### src/rtl/npt_pkg.sv
// ============================================================================
// npt_pkg: shared types and constants of the nearest point table
// Point and control types, field widths and the control states.
// ============================================================================
`default_nettype none

package npt_pkg;

    localparam int MAX_POINTS = 256;
    localparam int IDX_W      = (MAX_POINTS > 1) ? $clog2(MAX_POINTS) : 1;
    localparam int CNT_W      = $clog2(MAX_POINTS + 1);

    localparam int COORD_W     = 24;
    localparam int DIFF_W      = COORD_W + 1;
    localparam int SQ_W        = 2 * COORD_W + 1;
    localparam int DIST_W      = 52;
    localparam int IDX_FIELD_W = 8;

    localparam int S_TDATA_W = 72;
    localparam int S_TUSER_W = 1;
    localparam int M_TDATA_W = 64;
    localparam int M_TUSER_W = 2;

    localparam logic OP_ADD   = 1'b0;
    localparam logic OP_QUERY = 1'b1;

    typedef struct packed {
        logic signed [COORD_W-1:0] z;
        logic signed [COORD_W-1:0] y;
        logic signed [COORD_W-1:0] x;
    } point_t;

    typedef struct packed {
        logic load;
        logic shift;
    } cell_ctl_t;

    typedef struct packed {
        logic             valid;
        logic [IDX_W-1:0] tag;
        point_t           pt;
    } feed_t;

    typedef enum logic [1:0] {
        ST_IDLE,
        ST_SCAN,
        ST_DRAIN,
        ST_DONE
    } state_t;

    // Low bits of a table index as they appear in the result field.
    function automatic logic [IDX_FIELD_W-1:0] idx_field(input logic [IDX_W-1:0] i);
        logic [IDX_W+IDX_FIELD_W-1:0] w;
        w = {{IDX_FIELD_W{1'b0}}, i};
        return w[IDX_FIELD_W-1:0];
    endfunction

endpackage

`default_nettype wire

### src/rtl/npt_cell.sv
// ============================================================================
// npt_cell: one storage cell of the point ring
// Holds one point; loads a new point on add or takes its neighbor's point
// when the ring rotates.
// ============================================================================
`default_nettype none

module npt_cell (
    input  wire                 aclk,
    input  npt_pkg::cell_ctl_t  ctl,
    input  npt_pkg::point_t     load_pt,
    input  npt_pkg::point_t     shift_in,
    output npt_pkg::point_t     q
);
    import npt_pkg::*;

    point_t pt_reg;

    always_ff @(posedge aclk) begin
        if (ctl.load) begin
            pt_reg <= load_pt;
        end else if (ctl.shift) begin
            pt_reg <= shift_in;
        end
    end

    assign q = pt_reg;

endmodule

`default_nettype wire

### config.mk
export PLATFORM = sky130hd
export DESIGN_NAME = npt_cell
export DESIGN_NICKNAME = d
export VERILOG_FILES = /design/src/rtl/npt_pkg.sv /design/src/rtl/npt_cell.sv
export SDC_FILE = /design/constraint.sdc
export NUM_CORES = 1
export LEC_CHECK = 0
export BUFFER_PORTS_ARGS = -buffer_cell sky130_fd_sc_hd__buf_2
export CORE_ASPECT_RATIO = 0.6
export CORE_MARGIN = 2
export CORE_UTILIZATION = 46
export CTS_CLUSTER_DIAMETER = 60
export CTS_CLUSTER_SIZE = 20
export DETAILED_ROUTE_END_ITERATION = 10
export HOLD_SLACK_MARGIN = 0.03
export PLACE_DENSITY = 0.95
export SYNTH_ARGS = -nofsm -noshare
export SYNTH_HDL_FRONTEND = slang
export SYNTH_SLANG_ARGS = --single-unit
### constraint.sdc
create_clock -name aclk -period 8.1 [get_ports aclk]
set_input_delay 0.81 -clock aclk [delete_from_list [all_inputs] [get_ports aclk]]
set_output_delay 0.81 -clock aclk [all_outputs]
set_load 0.02 [all_outputs]
; ---- Word level (Yosys, flattened, before mapping)
; Cells that the tools add are included.
[totals]
reg_bits = 72
in_bits = 147
[classes]
mux = 2
reduce_logical = 1
[op_table]
columns = cell, count
row1 = 2-to-1 mux 72 bit, 2
row2 = nonzero test 2 bit, 1

; ---- Depth between registers and ports, before layout
[depth]
word_depth = 2
depth_mapped = 3
mapped_depth_nobuf = 1

; ---- Worst setup path before layout
; No wires, ideal clock.
[synth_timing]
kind = in2reg
start = input port ctl[1] in the netlist's numbering
end = register pt_reg (netlist bit q[0]) (enable)
arrival_time_ns = 2.760
cell_stages = 3
setup_slack_ns = 4.906
required_time_ns = 7.666
path_buffers = 2
path_cell_list = buf_6 -> buf_12 -> or2_1
[synth_via]
elab_chain_cells = 1
[synth_lines]
columns = item, line_no
row1 = from (decl), npt_cell.sv:10  ; input npt_pkg::cell_ctl_t ctl,
row2 = nonzero test 2 bit (no source line), n/a
row3 = to (signal assigned), npt_cell.sv:21  ; pt_reg <= load_pt;
row4 = to (signal assigned), npt_cell.sv:23  ; pt_reg <= shift_in;
row5 = to (decl), npt_cell.sv:17  ; point_t pt_reg;
; Every way passes these cells.
; A chain may end at the register's enable or synchronous reset.

; ---- Final worst setup path
[layout_timing]
start = input port ctl[1] in the netlist's numbering
end = register pt_reg (netlist bit q[70]) (data pin)
[layout_via]
elab_chain_cells = 1
[layout_lines]
columns = item, line_no
row1 = 2-to-1 mux 72 bit, npt_cell.sv:20  ; if (ctl.load) begin
; Every way passes these cells.

==> metrics.txt <==
run status=complete, no violations; die footprint=8090 sq um; Critical Path Fanout Max=46; Antenna diodes=0; Final setup viols=0; area share of fa/ha/maj cells after synthesis=0; CTS buffer count=9; total number of vias=2,194; area occupied by multi-input gates=1080 sq um; PD cells=213 nW/um^2; Final ANT Viol Nets=0; combinational power share=0.196; die width=115 um; area delta synth->final=39.0%; mux contribution to synthesized area=0.316; Tot GR Track Use=0.191; Fmax=0.434 GHz; simple logic cell fraction of the synthesized area=0.00185; post-place instance area=4460 sq um; Design Area, Final=4710 sq um; Crit Path Class=in -> reg; Final Max Tran Viols=0; Syn Nets=300; Inst Count DP=455; routability cong.=0.737; setup TNS=0 ps; DRT iter0 DRCs=74; Final Cycle Share=0.284; area of the core=7210 sq um; final hold violations=0; Ys Warns=0; Longest Clk Path Bufs=2; Setup crit end kind=flip-flop; Largest register FFs=72; register area=2160 sq um; Critical Path AT=2370 ps; cts-stage hold buffer count=0; Total Power=1000 uW; Psw=251 uW; Finished Layout Cells=471; Crit path required time=8170 ps; vias in the first global route=2,279; complex-gate fraction of the synthesized area=0; IO Pins=219; startpoint type of the worst setup path=input port; initial antenna violation count=0; Max VDD drop=0.000131 V; RSZ-0062 raised after global routing=false; hpwl dp=5880 um; post-layout min period=2300 ps; Clock transition at path regs=50 ps; P_int=754 uW; leak pwr=0.00231 uW; syn_area_per_cell=22.2 sq um; Hold Path Class=in -> reg; drt pass-1 iters=4; layout cells sized above 1=0.800; max_slew headroom=0.337; gr ovfl total=0; fin nets=522; xor/xnor share of the synthesized area=0; total clock sinks=72; share of total power in sequential cells=0.466; CTS resizes=0; Die Ht=70.5 um; clock share of power=0.338; number of port buffers=218; Vias per Instance=4.66; Seq/Total Area, Yosys=0.638; worst-margin pin slew=994 ps; starting density of the core=0.470; max cap viols=0; Synth Instances=153; main combinational cell family by area after synthesis=multiplexers; number of setup buffers added after CTS=0; #FFs+latches synth=72; CTS tree=built; drt total wl=7780 um; Mapped Area=3390 sq um; Switching Fraction=0.250; H-tree depth=3; pin count of the biggest net entering global routing=73; Rows=24; Distinct cells, synth=6; Routed WL per cell=16.5 um; fillers=510; root buf cell=clkbuf_16; first-pass GRT wire length=11,100 um; DRC Markers=0
placed cells by master, fill, tap and decap left out:
| master | count |
|---|---|
| edfxtp_1 | 72 |
| or2_4 | 1 |
| mux2_2 | 3 |
| mux2_4 | 69 |
| buf_2 | 217 |
| clkinv_2 | 3 |
| buf_4 | 2 |
| clkinv_1 | 3 |
| clkbuf_1 | 1 |
| clkbuf_16 | 9 |
cell families (layout without fill, tap and decap cells):
family	Yosys count	after routing
flops	72	72
simple gates	1	1
mux	72	72
buf+inv	8	235
power by group through the flow:
| stage | clock, uW | sequential (uW) | combinational [uW] |
|---|---|---|---|
| finish | 340 | 468 | 196 |
| global route | 366 | 472 | 207 |
| CTS | 348 | 469 | 198 |
| detailed placement | 0 | 476 | 198 |
| global placement | 0 | 474 | 192 |
| floorplan | 0 | 532 | 66.4 |
cell usage after synthesis:
master	number	area (sq um)
buf_12	7	140
buf_6	1	11.3
edfxtp_1	72	2160
mux2_2	3	33.8
mux2_4	69	1040
or2_1	1	6.26
final cells by class:
type,instances,area share
sequential,72,0.459
timing repair buffer,219,0.234
multi-input combinational,73,0.229
clock buffer,10,0.0486
tap,91,0.0242
clock inverter,6,0.00558
worst max-delay path: stages:
cell    delay [ps]
buf_4          400
buf_4          730
mux2_2         420
routing by layer:
layer | share of wire | GRT usage
met5 | 0 | 0
met4 | 0.0066 | 0.0522
met3 | 0.091 | 0.0938
met2 | 0.54 | 0.362
met1 | 0.36 | 0.181
stage by stage:
stage	hold slack (ps)	worst slack, ps	utilization
global route	766	5730	0.654
detailed placement	1110	5420	0.618
floorplan	1030	4910	-
CTS	770	5770	0.654
finish	784	5800	0.654
global placement	1110	5480	0.618
path summary, 6_finish.rpt:
kind,startpoint,endpoint,slack [ps],depth (start not counted)
setup / recovery,ctl[1],q[70],5800,3
hold / removal,load_pt[35],q[35],780,2
No activity file was read; power rests on OpenSTA's default activity.
